File: src/rtl/core/ibsc_pkg.sv
package ibsc_pkg;

  localparam int NUM_AXES = 3;
  localparam int CFG_AW   = 3;
  localparam int CFG_DW   = 16;
  localparam int STEP_W   = 7;
  localparam int COUNT_W  = 7;
  localparam int TARGET_W = 15;
  localparam int START_W  = 16;

  typedef enum logic [CFG_AW-1:0] {
    REG_START_ACCEL_X = 3'd0,
    REG_START_ACCEL_Y = 3'd1,
    REG_START_ACCEL_Z = 3'd2,
    REG_Z_TARGET      = 3'd3,
    REG_COARSE_STEP   = 3'd4,
    REG_FINE_STEP     = 3'd5,
    REG_SWITCH_COUNT  = 3'd6,
    REG_TOTAL_COUNT   = 3'd7
  } cfg_reg_t;

  typedef struct packed {
    logic [START_W-1:0]  start_accel_x;
    logic [START_W-1:0]  start_accel_y;
    logic [START_W-1:0]  start_accel_z;
    logic [TARGET_W-1:0] z_target;
    logic [STEP_W-1:0]   coarse_step;
    logic [STEP_W-1:0]   fine_step;
    logic [COUNT_W-1:0]  switch_count;
    logic [COUNT_W-1:0]  total_count;
  } cfg_t;

  localparam logic [START_W-1:0]  RST_START        = '0;
  localparam logic [TARGET_W-1:0] RST_Z_TARGET     = 15'h4000;
  localparam logic [STEP_W-1:0]   RST_COARSE_STEP  = 7'd10;
  localparam logic [STEP_W-1:0]   RST_FINE_STEP    = 7'd2;
  localparam logic [COUNT_W-1:0]  RST_SWITCH_COUNT = 7'd40;
  localparam logic [COUNT_W-1:0]  RST_TOTAL_COUNT  = 7'd100;

endpackage

File: src/rtl/core/ibsc_cfg.sv
module ibsc_cfg (
  input  logic                         clk,
  input  logic                         rst,
  input  logic                         cfg_we,
  input  logic [ibsc_pkg::CFG_AW-1:0]  cfg_addr,
  input  logic [ibsc_pkg::CFG_DW-1:0]  cfg_wdata,
  output ibsc_pkg::cfg_t               cfg
);
  import ibsc_pkg::*;

  always_ff @(posedge clk) begin
    if (rst) begin
      cfg.start_accel_x <= RST_START;
      cfg.start_accel_y <= RST_START;
      cfg.start_accel_z <= RST_START;
      cfg.z_target      <= RST_Z_TARGET;
      cfg.coarse_step   <= RST_COARSE_STEP;
      cfg.fine_step     <= RST_FINE_STEP;
      cfg.switch_count  <= RST_SWITCH_COUNT;
      cfg.total_count   <= RST_TOTAL_COUNT;
    end else if (cfg_we) begin
      case (cfg_reg_t'(cfg_addr))
        REG_START_ACCEL_X: cfg.start_accel_x <= cfg_wdata[START_W-1:0];
        REG_START_ACCEL_Y: cfg.start_accel_y <= cfg_wdata[START_W-1:0];
        REG_START_ACCEL_Z: cfg.start_accel_z <= cfg_wdata[START_W-1:0];
        REG_Z_TARGET:      cfg.z_target      <= cfg_wdata[TARGET_W-1:0];
        REG_COARSE_STEP:   cfg.coarse_step   <= cfg_wdata[STEP_W-1:0];
        REG_FINE_STEP:     cfg.fine_step     <= cfg_wdata[STEP_W-1:0];
        REG_SWITCH_COUNT:  cfg.switch_count  <= cfg_wdata[COUNT_W-1:0];
        REG_TOTAL_COUNT:   cfg.total_count   <= cfg_wdata[COUNT_W-1:0];
        default: ;
      endcase
    end
  end

endmodule

File: src/rtl/core/ibsc_in_stage.sv
module ibsc_in_stage #(
  parameter int SAMPLE_BITS = 16,
  parameter int DATA_W      = 96
) (
  input  logic                              clk,
  input  logic                              rst,
  input  logic                              s_tvalid,
  output logic                              s_tready,
  input  logic [DATA_W-1:0]                 s_tdata,
  input  logic                              s_tuser,
  input  logic                              take,
  output logic                              in_valid,
  output logic                              in_begin,
  output logic [5:0][SAMPLE_BITS-1:0]       in_samples
);
  import ibsc_pkg::*;

  logic load;
  logic in_valid_next;

  // the slot frees in the same cycle its beat moves on
  assign s_tready = !in_valid || take;
  assign load     = s_tvalid && s_tready;

  always_comb begin
    in_valid_next = in_valid;
    if (load) begin
      in_valid_next = 1'b1;
    end else if (take) begin
      in_valid_next = 1'b0;
    end
  end

  always_ff @(posedge clk) begin
    if (rst) begin
      in_valid <= 1'b0;
    end else begin
      in_valid <= in_valid_next;
    end
  end

  always_ff @(posedge clk) begin
    if (load) begin
      in_begin   <= s_tuser;
      in_samples <= s_tdata[6*SAMPLE_BITS-1:0];
    end
  end

endmodule

File: src/rtl/core/ibsc_update.sv
module ibsc_update #(
  parameter int SAMPLE_BITS = 16
) (
  input  logic                              clk,
  input  logic                              rst,
  input  ibsc_pkg::cfg_t                    cfg,
  input  logic                              in_valid,
  input  logic                              in_begin,
  input  logic [5:0][SAMPLE_BITS-1:0]       in_samples,
  output logic                              take,
  output logic                              m_tvalid,
  input  logic                              m_tready,
  output logic [5:0][SAMPLE_BITS-1:0]       offsets,
  output logic                              done
);
  import ibsc_pkg::*;

  localparam int SW = SAMPLE_BITS + 1;
  localparam int CW = ((SAMPLE_BITS > START_W) ? SAMPLE_BITS : START_W) + 1;

  function automatic logic [SAMPLE_BITS-1:0] sat_fn(input logic [SW-1:0] v);
    logic [SAMPLE_BITS-1:0] r;
    if (v[SW-1] != v[SW-2]) begin
      r = v[SW-1] ? {1'b1, {(SAMPLE_BITS-1){1'b0}}} : {1'b0, {(SAMPLE_BITS-1){1'b1}}};
    end else begin
      r = v[SAMPLE_BITS-1:0];
    end
    return r;
  endfunction

  logic [COUNT_W-1:0]              sample_index, sample_index_next;
  logic                            running, running_next;
  logic [5:0][SAMPLE_BITS-1:0]     offsets_next;
  logic                            done_next;
  logic                            m_tvalid_next;
  logic                            active;
  logic [STEP_W-1:0]               step;
  logic [SW-1:0]                   step_ext;
  logic [2:0]                      acc_up, acc_dn;
  logic signed [CW-1:0]            az_c, tz_c;
  logic [SW-1:0]                   acc_ext [NUM_AXES];
  logic [SW-1:0]                   acc_sum [NUM_AXES];
  logic [SW-1:0]                   gyr_ext [NUM_AXES];
  logic [SW-1:0]                   gyr_sum [NUM_AXES];
  logic [2:0]                      gyr_up, gyr_dn;

  assign take   = in_valid && (!m_tvalid || m_tready);
  assign active = running && (sample_index < cfg.total_count);
  assign step   = (sample_index >= cfg.switch_count) ? cfg.fine_step : cfg.coarse_step;
  assign step_ext = SW'(step);

  // x and y only care about the sign, z about the 1 g target
  assign az_c = CW'($signed(in_samples[2]));
  assign tz_c = CW'(cfg.z_target);

  always_comb begin
    acc_dn[0] = !in_samples[0][SAMPLE_BITS-1] && (in_samples[0] != '0);
    acc_up[0] = in_samples[0][SAMPLE_BITS-1];
    acc_dn[1] = !in_samples[1][SAMPLE_BITS-1] && (in_samples[1] != '0);
    acc_up[1] = in_samples[1][SAMPLE_BITS-1];
    acc_dn[2] = az_c > tz_c;
    acc_up[2] = az_c < tz_c;
    for (int i = 0; i < NUM_AXES; i++) begin
      // gyro dead band is -1..1
      gyr_dn[i] = !in_samples[3+i][SAMPLE_BITS-1] &&
                  (in_samples[3+i][SAMPLE_BITS-1:1] != '0);
      gyr_up[i] = in_samples[3+i][SAMPLE_BITS-1] && (in_samples[3+i] != '1);
      acc_ext[i] = {offsets[i][SAMPLE_BITS-1], offsets[i]};
      gyr_ext[i] = {offsets[3+i][SAMPLE_BITS-1], offsets[3+i]};
      acc_sum[i] = acc_dn[i] ? acc_ext[i] - step_ext : acc_ext[i] + step_ext;
      gyr_sum[i] = gyr_dn[i] ? gyr_ext[i] - SW'(1) : gyr_ext[i] + SW'(1);
    end
  end

  always_comb begin
    offsets_next      = offsets;
    sample_index_next = sample_index;
    running_next      = running;
    if (in_begin) begin
      offsets_next[0]   = SAMPLE_BITS'($signed(cfg.start_accel_x));
      offsets_next[1]   = SAMPLE_BITS'($signed(cfg.start_accel_y));
      offsets_next[2]   = SAMPLE_BITS'($signed(cfg.start_accel_z));
      offsets_next[3]   = '0;
      offsets_next[4]   = '0;
      offsets_next[5]   = '0;
      sample_index_next = '0;
      running_next      = 1'b1;
    end else if (active) begin
      for (int i = 0; i < NUM_AXES; i++) begin
        if (acc_dn[i] || acc_up[i]) begin
          offsets_next[i] = sat_fn(acc_sum[i]);
        end
        if (gyr_dn[i] || gyr_up[i]) begin
          offsets_next[3+i] = sat_fn(gyr_sum[i]);
        end
      end
      sample_index_next = sample_index + COUNT_W'(1);
    end
    done_next = running_next && (sample_index_next >= cfg.total_count);
  end

  always_comb begin
    m_tvalid_next = m_tvalid;
    if (take) begin
      m_tvalid_next = 1'b1;
    end else if (m_tready) begin
      m_tvalid_next = 1'b0;
    end
  end

  // the offset registers double as the result register
  always_ff @(posedge clk) begin
    if (rst) begin
      offsets      <= '0;
      sample_index <= '0;
      running      <= 1'b0;
      done         <= 1'b0;
      m_tvalid     <= 1'b0;
    end else begin
      m_tvalid <= m_tvalid_next;
      if (take) begin
        offsets      <= offsets_next;
        sample_index <= sample_index_next;
        running      <= running_next;
        done         <= done_next;
      end
    end
  end

  a_begin_restarts: assert property (@(posedge clk) disable iff (rst)
    take && in_begin |=> running && (sample_index == '0) && (offsets[3] == '0))
    else $error("begin beat did not restart the run");

  a_idle_index_zero: assert property (@(posedge clk) disable iff (rst)
    !running |-> (sample_index == '0) && !done)
    else $error("sample count moved while idle");

  a_hold_when_no_take: assert property (@(posedge clk) disable iff (rst)
    !take |=> $stable(offsets) && $stable(sample_index) && $stable(running))
    else $error("state changed without a beat");

  a_gyro_unit_step: assert property (@(posedge clk) disable iff (rst)
    take && !in_begin |=> (offsets[3] == $past(offsets[3])) ||
      (offsets[3] == $past(offsets[3]) + SAMPLE_BITS'(1)) ||
      (offsets[3] == $past(offsets[3]) - SAMPLE_BITS'(1)))
    else $error("gyro x offset moved by more than one");

endmodule

File: src/rtl/core/imu_bias_step_calibrator.sv
// channel  | dir | handshake          | payload
// s_       | in  | s_tvalid/s_tready  | tdata: acc_x..rate_z, tuser: begin_req
// m_       | out | m_tvalid/m_tready  | tdata: acc_off_x..rate_off_z, tuser: done_res
// cfg_     | in  | cfg_we             | cfg_addr, cfg_wdata
//
// one beat per cycle sustained while the output is not stalled; a beat goes
// through the input register and then lands in the offset registers.
// the offset registers themselves form the result register, so a beat is
// taken while a result waits as long as the input register has room.
// rst clears offsets, sample count, run state and both valid flags.
module imu_bias_step_calibrator #(
  parameter int SAMPLE_BITS = 16
) (
  input  logic                              clk,
  input  logic                              rst,
  input  logic                              s_tvalid,
  output logic                              s_tready,
  // acc_x, acc_y, acc_z, rate_x, rate_y, rate_z, zero pad
  input  logic [((6*SAMPLE_BITS+7)/8)*8-1:0] s_tdata,
  // begin_req
  input  logic                              s_tuser,
  output logic                              m_tvalid,
  input  logic                              m_tready,
  // acc_off_x, acc_off_y, acc_off_z, rate_off_x, rate_off_y, rate_off_z, zero pad
  output logic [((6*SAMPLE_BITS+7)/8)*8-1:0] m_tdata,
  // done_res
  output logic                              m_tuser,
  input  logic                              cfg_we,
  input  logic [ibsc_pkg::CFG_AW-1:0]       cfg_addr,
  input  logic [ibsc_pkg::CFG_DW-1:0]       cfg_wdata
);
  import ibsc_pkg::*;

  localparam int DATA_W = ((6*SAMPLE_BITS+7)/8)*8;

  cfg_t                         cfg;
  logic                         take;
  logic                         in_valid;
  logic                         in_begin;
  logic [5:0][SAMPLE_BITS-1:0]  in_samples;
  logic [5:0][SAMPLE_BITS-1:0]  offsets;

  ibsc_cfg u_cfg (
    .clk       (clk),
    .rst       (rst),
    .cfg_we    (cfg_we),
    .cfg_addr  (cfg_addr),
    .cfg_wdata (cfg_wdata),
    .cfg       (cfg)
  );

  ibsc_in_stage #(
    .SAMPLE_BITS (SAMPLE_BITS),
    .DATA_W      (DATA_W)
  ) u_in_stage (
    .clk        (clk),
    .rst        (rst),
    .s_tvalid   (s_tvalid),
    .s_tready   (s_tready),
    .s_tdata    (s_tdata),
    .s_tuser    (s_tuser),
    .take       (take),
    .in_valid   (in_valid),
    .in_begin   (in_begin),
    .in_samples (in_samples)
  );

  ibsc_update #(
    .SAMPLE_BITS (SAMPLE_BITS)
  ) u_update (
    .clk        (clk),
    .rst        (rst),
    .cfg        (cfg),
    .in_valid   (in_valid),
    .in_begin   (in_begin),
    .in_samples (in_samples),
    .take       (take),
    .m_tvalid   (m_tvalid),
    .m_tready   (m_tready),
    .offsets    (offsets),
    .done       (m_tuser)
  );

  assign m_tdata = DATA_W'(offsets);

endmodule

File: config.mk
export PLATFORM = sky130hd
export DESIGN_NAME = imu_bias_step_calibrator
export DESIGN_NICKNAME = d
export VERILOG_FILES = /design/src/rtl/core/ibsc_pkg.sv /design/src/rtl/core/ibsc_cfg.sv /design/src/rtl/core/ibsc_in_stage.sv /design/src/rtl/core/ibsc_update.sv /design/src/rtl/core/imu_bias_step_calibrator.sv
export SDC_FILE = /design/constraint.sdc
export NUM_CORES = 1
export LEC_CHECK = 0
export BUFFER_PORTS_ARGS = -buffer_cell sky130_fd_sc_hd__buf_2
export CORE_MARGIN = 2
export CORE_UTILIZATION = 59
export DETAILED_ROUTE_END_ITERATION = 10
export PLACE_DENSITY = 0.9
export SYNTH_ARGS = -nofsm -noshare
export SYNTH_HDL_FRONTEND = slang
export SYNTH_SLANG_ARGS = --single-unit
File: constraint.sdc
create_clock -name clk -period 7.3 [get_ports clk]
set_input_delay 0.73 -clock clk [delete_from_list [all_inputs] [get_ports clk]]
set_output_delay 0.73 -clock clk [all_outputs]
set_load 0.01 [all_outputs]
==> impl_summary.txt <==
----------------------------------------------------
[Yosys]
  #FFs+latches synth ... roughly 300
  Net count after synthesis ... about 2100
  Synthesized netlist cell count ... between 1500 and 2000
  Post-synth top flop ... sky130_fd_sc_hd__dfxtp_1
  Per-instance average area after synthesis ... 8.951 µm²
  Number of enable flip-flop cells after synthesis ... between 90 and 100
  Post-synthesis cell type count ... 76
  Netlist area before placement ... roughly 17000 µm²
  Share of synthesized registers carrying an async set or reset ... 0%
  Sequential cell area fraction in the yosys report ... 41.44%
  Yosys synthesis warning count ... 0

[Worst setup path]
  Critical setup path kind ... reg -> reg
  Beginning of the critical path ... u_update.sample_index[0]
  Crit. End Element ... flop
  Startpoint of the worst-slack reg-to-reg timing path ... u_update.sample_index[0]
  FF-to-FF End ... u_update.offsets[26]
  Bufs and invs on worst path ... 3
  Dominant delay contributor by cell family on the critical path ... compound AO/OA/AOI/OAI gates
  Kind of launch point of the worst setup path ... flop
  Cell repeated most along the worst path ... sky130_fd_sc_hd__o21ai_0
  Crit path arrival time ... approximately 6.9 ns
  Register-to-Register Path Depth ... 25
  Critical Path Max Stage Delay ... just under 0.5 ns
  Required arrival time at the worst endpoint ... a little under 8 ns
  CP max FO ... 12
  Crit path max-delay cell type ... sky130_fd_sc_hd__ha_1
  Flop-to-flop setup slack ... a little over 0.8 ns

[Cells and area]
  Leading cell types in the layout, fill and taps excluded ... sky130_fd_sc_hd__nand2_1, sky130_fd_sc_hd__buf_2, sky130_fd_sc_hd__dfxtp_1, sky130_fd_sc_hd__a21oi_1, sky130_fd_sc_hd__ha_1
  Share of cells above drive strength 1 ... between 15 and 20%
  Fillers ... around 2000
  Non-filler instance count after layout ... around 2400
  Post-synthesis to final-layout area growth ... 14.73%
  Net count, final ... ~2300
  Non-Filler Cell Area, Final ... about 19000 µm²
  Commonest non-fill, non-tap cell in the layout ... sky130_fd_sc_hd__nand2_1

[Placed design]
  Buffers added on ports ... ~220
  Placement-stage cell area ... between 15000 and 20000 µm²
  Last weighted congestion value of the routability-driven placer ... about 0.97
  Instance count after placement with tap cells included ... between 2000 and 2500
  HPWL Detailed ... roughly 31000 µm

[Floorplan]
  Width of the chip ... around 170 µm
  Floorplan die area ... just under 30000 µm²
  Total number of placement rows ... 61
  Effective utilization at floorplan ... between 50% and 60%
  I/O pin count ... between 200 and 250
  Placeable core area ... around 28000 µm²
  Die H ... about 170 µm

[Global route]
  Via count of the first global-routing pass ... ~14000
  Antenna violations before repair ... 4
  Total global-route track usage ... between 20% and 30%
  Pin count of the biggest net entering global routing ... 92
  First-pass GRT wire length ... just under 70000 µm
  Total global routing overflow ... 0

[Clocking]
  Buffers inserted by post-CTS timing repair ... 0
  Clk_lat worst skew ... 0.57 ns
  CTS sink count ... between 200 and 300
  Clock tree from TritonCTS ... yes
  Number of resized instances in the post-cts repair step ... 0
  Clock input transition at the sequential cells of the worst setup and hold paths ... 0.06 ns
  Hold-fix buffers at CTS ... 0
  Deepest level of the CTS H-tree ... 1
  CTS root buffer ... sky130_fd_sc_hd__clkbuf_16
  Max clock buf depth ... 3
  TritonCTS Buffers ... 31

[Status]
  Result of the run ... finished clean

[Power and ir drop]
  Max VDD drop ... 198.6 µV
  Logic gate share of total power ... about 15%
  Final Power ... about 0.004 W
  Switching share of power ... between 20% and 30%
  Cell internal pwr ... 0.002971 W
  Share of total power in sequential cells ... ~44%
  Net Sw Power ... ~0.0011 W
  Part of the power in the clock network ... between 40% and 50%
  Leakage power summed over all cells ... between 8 and 9 nW
  Power density normalized to cell area ... 214.3 nW/µm²

[STA]
  Worst slew margin relative to its limit ... approximately 13%
  Part of the cycle the worst path needs ... 88.78%
  Unrepaired setup endpoints after global routing ... no
  Count of final hold-check violations ... 0
  Highest Clock Rate ... around 150 MHz
  Final setup violating endpoints ... 0
  Final Max Slew Viols ... 0
  Worst-margin pin slew ... approximately 1.3 ns
  Shortest period the worst path allows ... 6.481 ns
  Final Skew ... ~0.018 ns
  Setup TNS after final layout ... 0 ns

[Routing]
  Final routed wirelength across all metal layers ... 42680 µm
  First-pass iteration count of the detailed router ... 5
  Ratio of routed vias to standard cells ... ~6.1
  Number of nets with antenna violations after detailed routing ... 0
  Detailed-route via count ... about 15000
  Final routed DRC violation total ... 0
  Routed wirelength normalized by instance count ... ~17 µm
  Number of design-rule violations left by the first detailed-router iteration ... roughly 1300

[Worst hold path]
  Class of the tightest hold or removal check ... in -> reg
  HP Start ... s_tdata[43]
  Cell depth of the worst min-delay path ... 1
  Hold path endpoint ... u_in_stage.in_samples[43]

[Flow run]
  Number of maximum-capacitance constraint violations ... 0

----------------------------------------------------
[worst max-delay path by stage]
| stage | endpoint | depth (start not counted) |
|---|---|---|
| 6_report | u_update.offsets[26] | 25 |
| 3_5_place_dp | u_update.offsets[26] | 26 |
| 3_3_place_gp | u_update.offsets[32] | 27 |
| 5_1_grt | u_update.offsets[26] | 25 |
| 2_1_floorplan | u_update.offsets[39] | 27 |
| 4_1_cts | u_update.offsets[26] | 25 |
[final cells by class]
cell class,count,area [µm²],share of cell area [%]
Clock inverter,22,266.5,1.400
Tap cell,378,473.0,2.484
Clock buffer,36,794.5,4.173
Antenna cell,4,10.01,0.05258
Timing Repair Buffer,231,1189,6.243
Inverter,81,304.0,1.597
Multi-Input combinational cell,1397,9125,47.93
Sequential cell,295,6877,36.12
[metal layers]
| metal | global-route usage (%) | vias up | share of wire (%) |
|---|---|---|---|
| met1 | 37.41 | 6893 | 41 |
| met2 | 45.42 | 696 | 45 |
| met3 | 4.487 | 157 | 8.6 |
| met5 | 0 | - | 0.037 |
| met4 | 14.41 | 2 | 5.0 |
| li1 | - | 7050 | - |
[sequential cells by signal (all words and copies together), names as in the netlist]
register               flops
u_in_stage.in_samples     96
u_update.done              1
u_in_stage.in_valid        1
u_update.m_tvalid          1
u_update.sample_index      7
u_update.running           1
u_in_stage.in_begin        1
u_cfg.cfg                 91
u_update.offsets          96
[metrics by stage]
step | util, % | setup WS (ns) | hold slack, ns
global placement | 64.85 | 1.183 | 0.4383
detailed placement | 64.85 | 0.9386 | 0.4411
finish | 68.72 | 0.8192 | 0.3352
CTS | 68.68 | 0.9077 | 0.3256
floorplan | - | 1.425 | 0.4311
global route | 68.70 | 0.1830 | 0.3229
[cells in the mapped netlist (24+ instances only)]
| library cell | instances | area, µm² |
|---|---|---|
| sky130_fd_sc_hd__xor2_1 | 35 | 306.5 |
| sky130_fd_sc_hd__nand3_1 | 27 | 135.1 |
| sky130_fd_sc_hd__a21o_1 | 33 | 247.7 |
| sky130_fd_sc_hd__xnor2_1 | 65 | 569.3 |
| sky130_fd_sc_hd__o21ai_0 | 92 | 460.4 |
| sky130_fd_sc_hd__nor2_1 | 137 | 514.2 |
| sky130_fd_sc_hd__nand2_1 | 280 | 1051 |
| sky130_fd_sc_hd__dfxtp_1 | 198 | 3964 |
| sky130_fd_sc_hd__a21oi_1 | 160 | 800.8 |
| sky130_fd_sc_hd__nor3_1 | 25 | 125.1 |
| sky130_fd_sc_hd__nor4_1 | 24 | 150.1 |
| sky130_fd_sc_hd__inv_1 | 77 | 289.0 |
| sky130_fd_sc_hd__mux2i_1 | 33 | 330.3 |
| sky130_fd_sc_hd__edfxtp_1 | 97 | 2913 |
| sky130_fd_sc_hd__ha_1 | 138 | 1727 |
| sky130_fd_sc_hd__clkbuf_1 | 70 | 262.8 |
[kinds of logic (layout without fill, tap and decap cells)]
| group | Yosys count | count (layout) | synth area share (%) |
|---|---|---|---|
| other | 0 | 4 | 0 |
| DFF | 295 | 295 | 41.44 |
| xor gates and xnor gates | 100 | 100 | 5.278 |
| muxes | 33 | 33 | 1.991 |
| and+or+nand+nor | 626 | 626 | 17.27 |
| adders and majority gates | 145 | 145 | 11.19 |
| AOI/OAI and AO/OA | 493 | 493 | 19.13 |
| buffers and inverters | 162 | 370 | 3.710 |
[power groups by stage]
stage	combinational [W]	sequential [W]	clock (W)
finish	0.000629	0.00181	0.00164
global route	0.000693	0.00182	0.00173
CTS	0.000617	0.00181	0.00165
detailed placement	0.000612	0.00185	0
global placement	0.000590	0.00184	0
floorplan	0.000431	0.00184	0
Note: power is estimated with default switching activity, not from simulation.
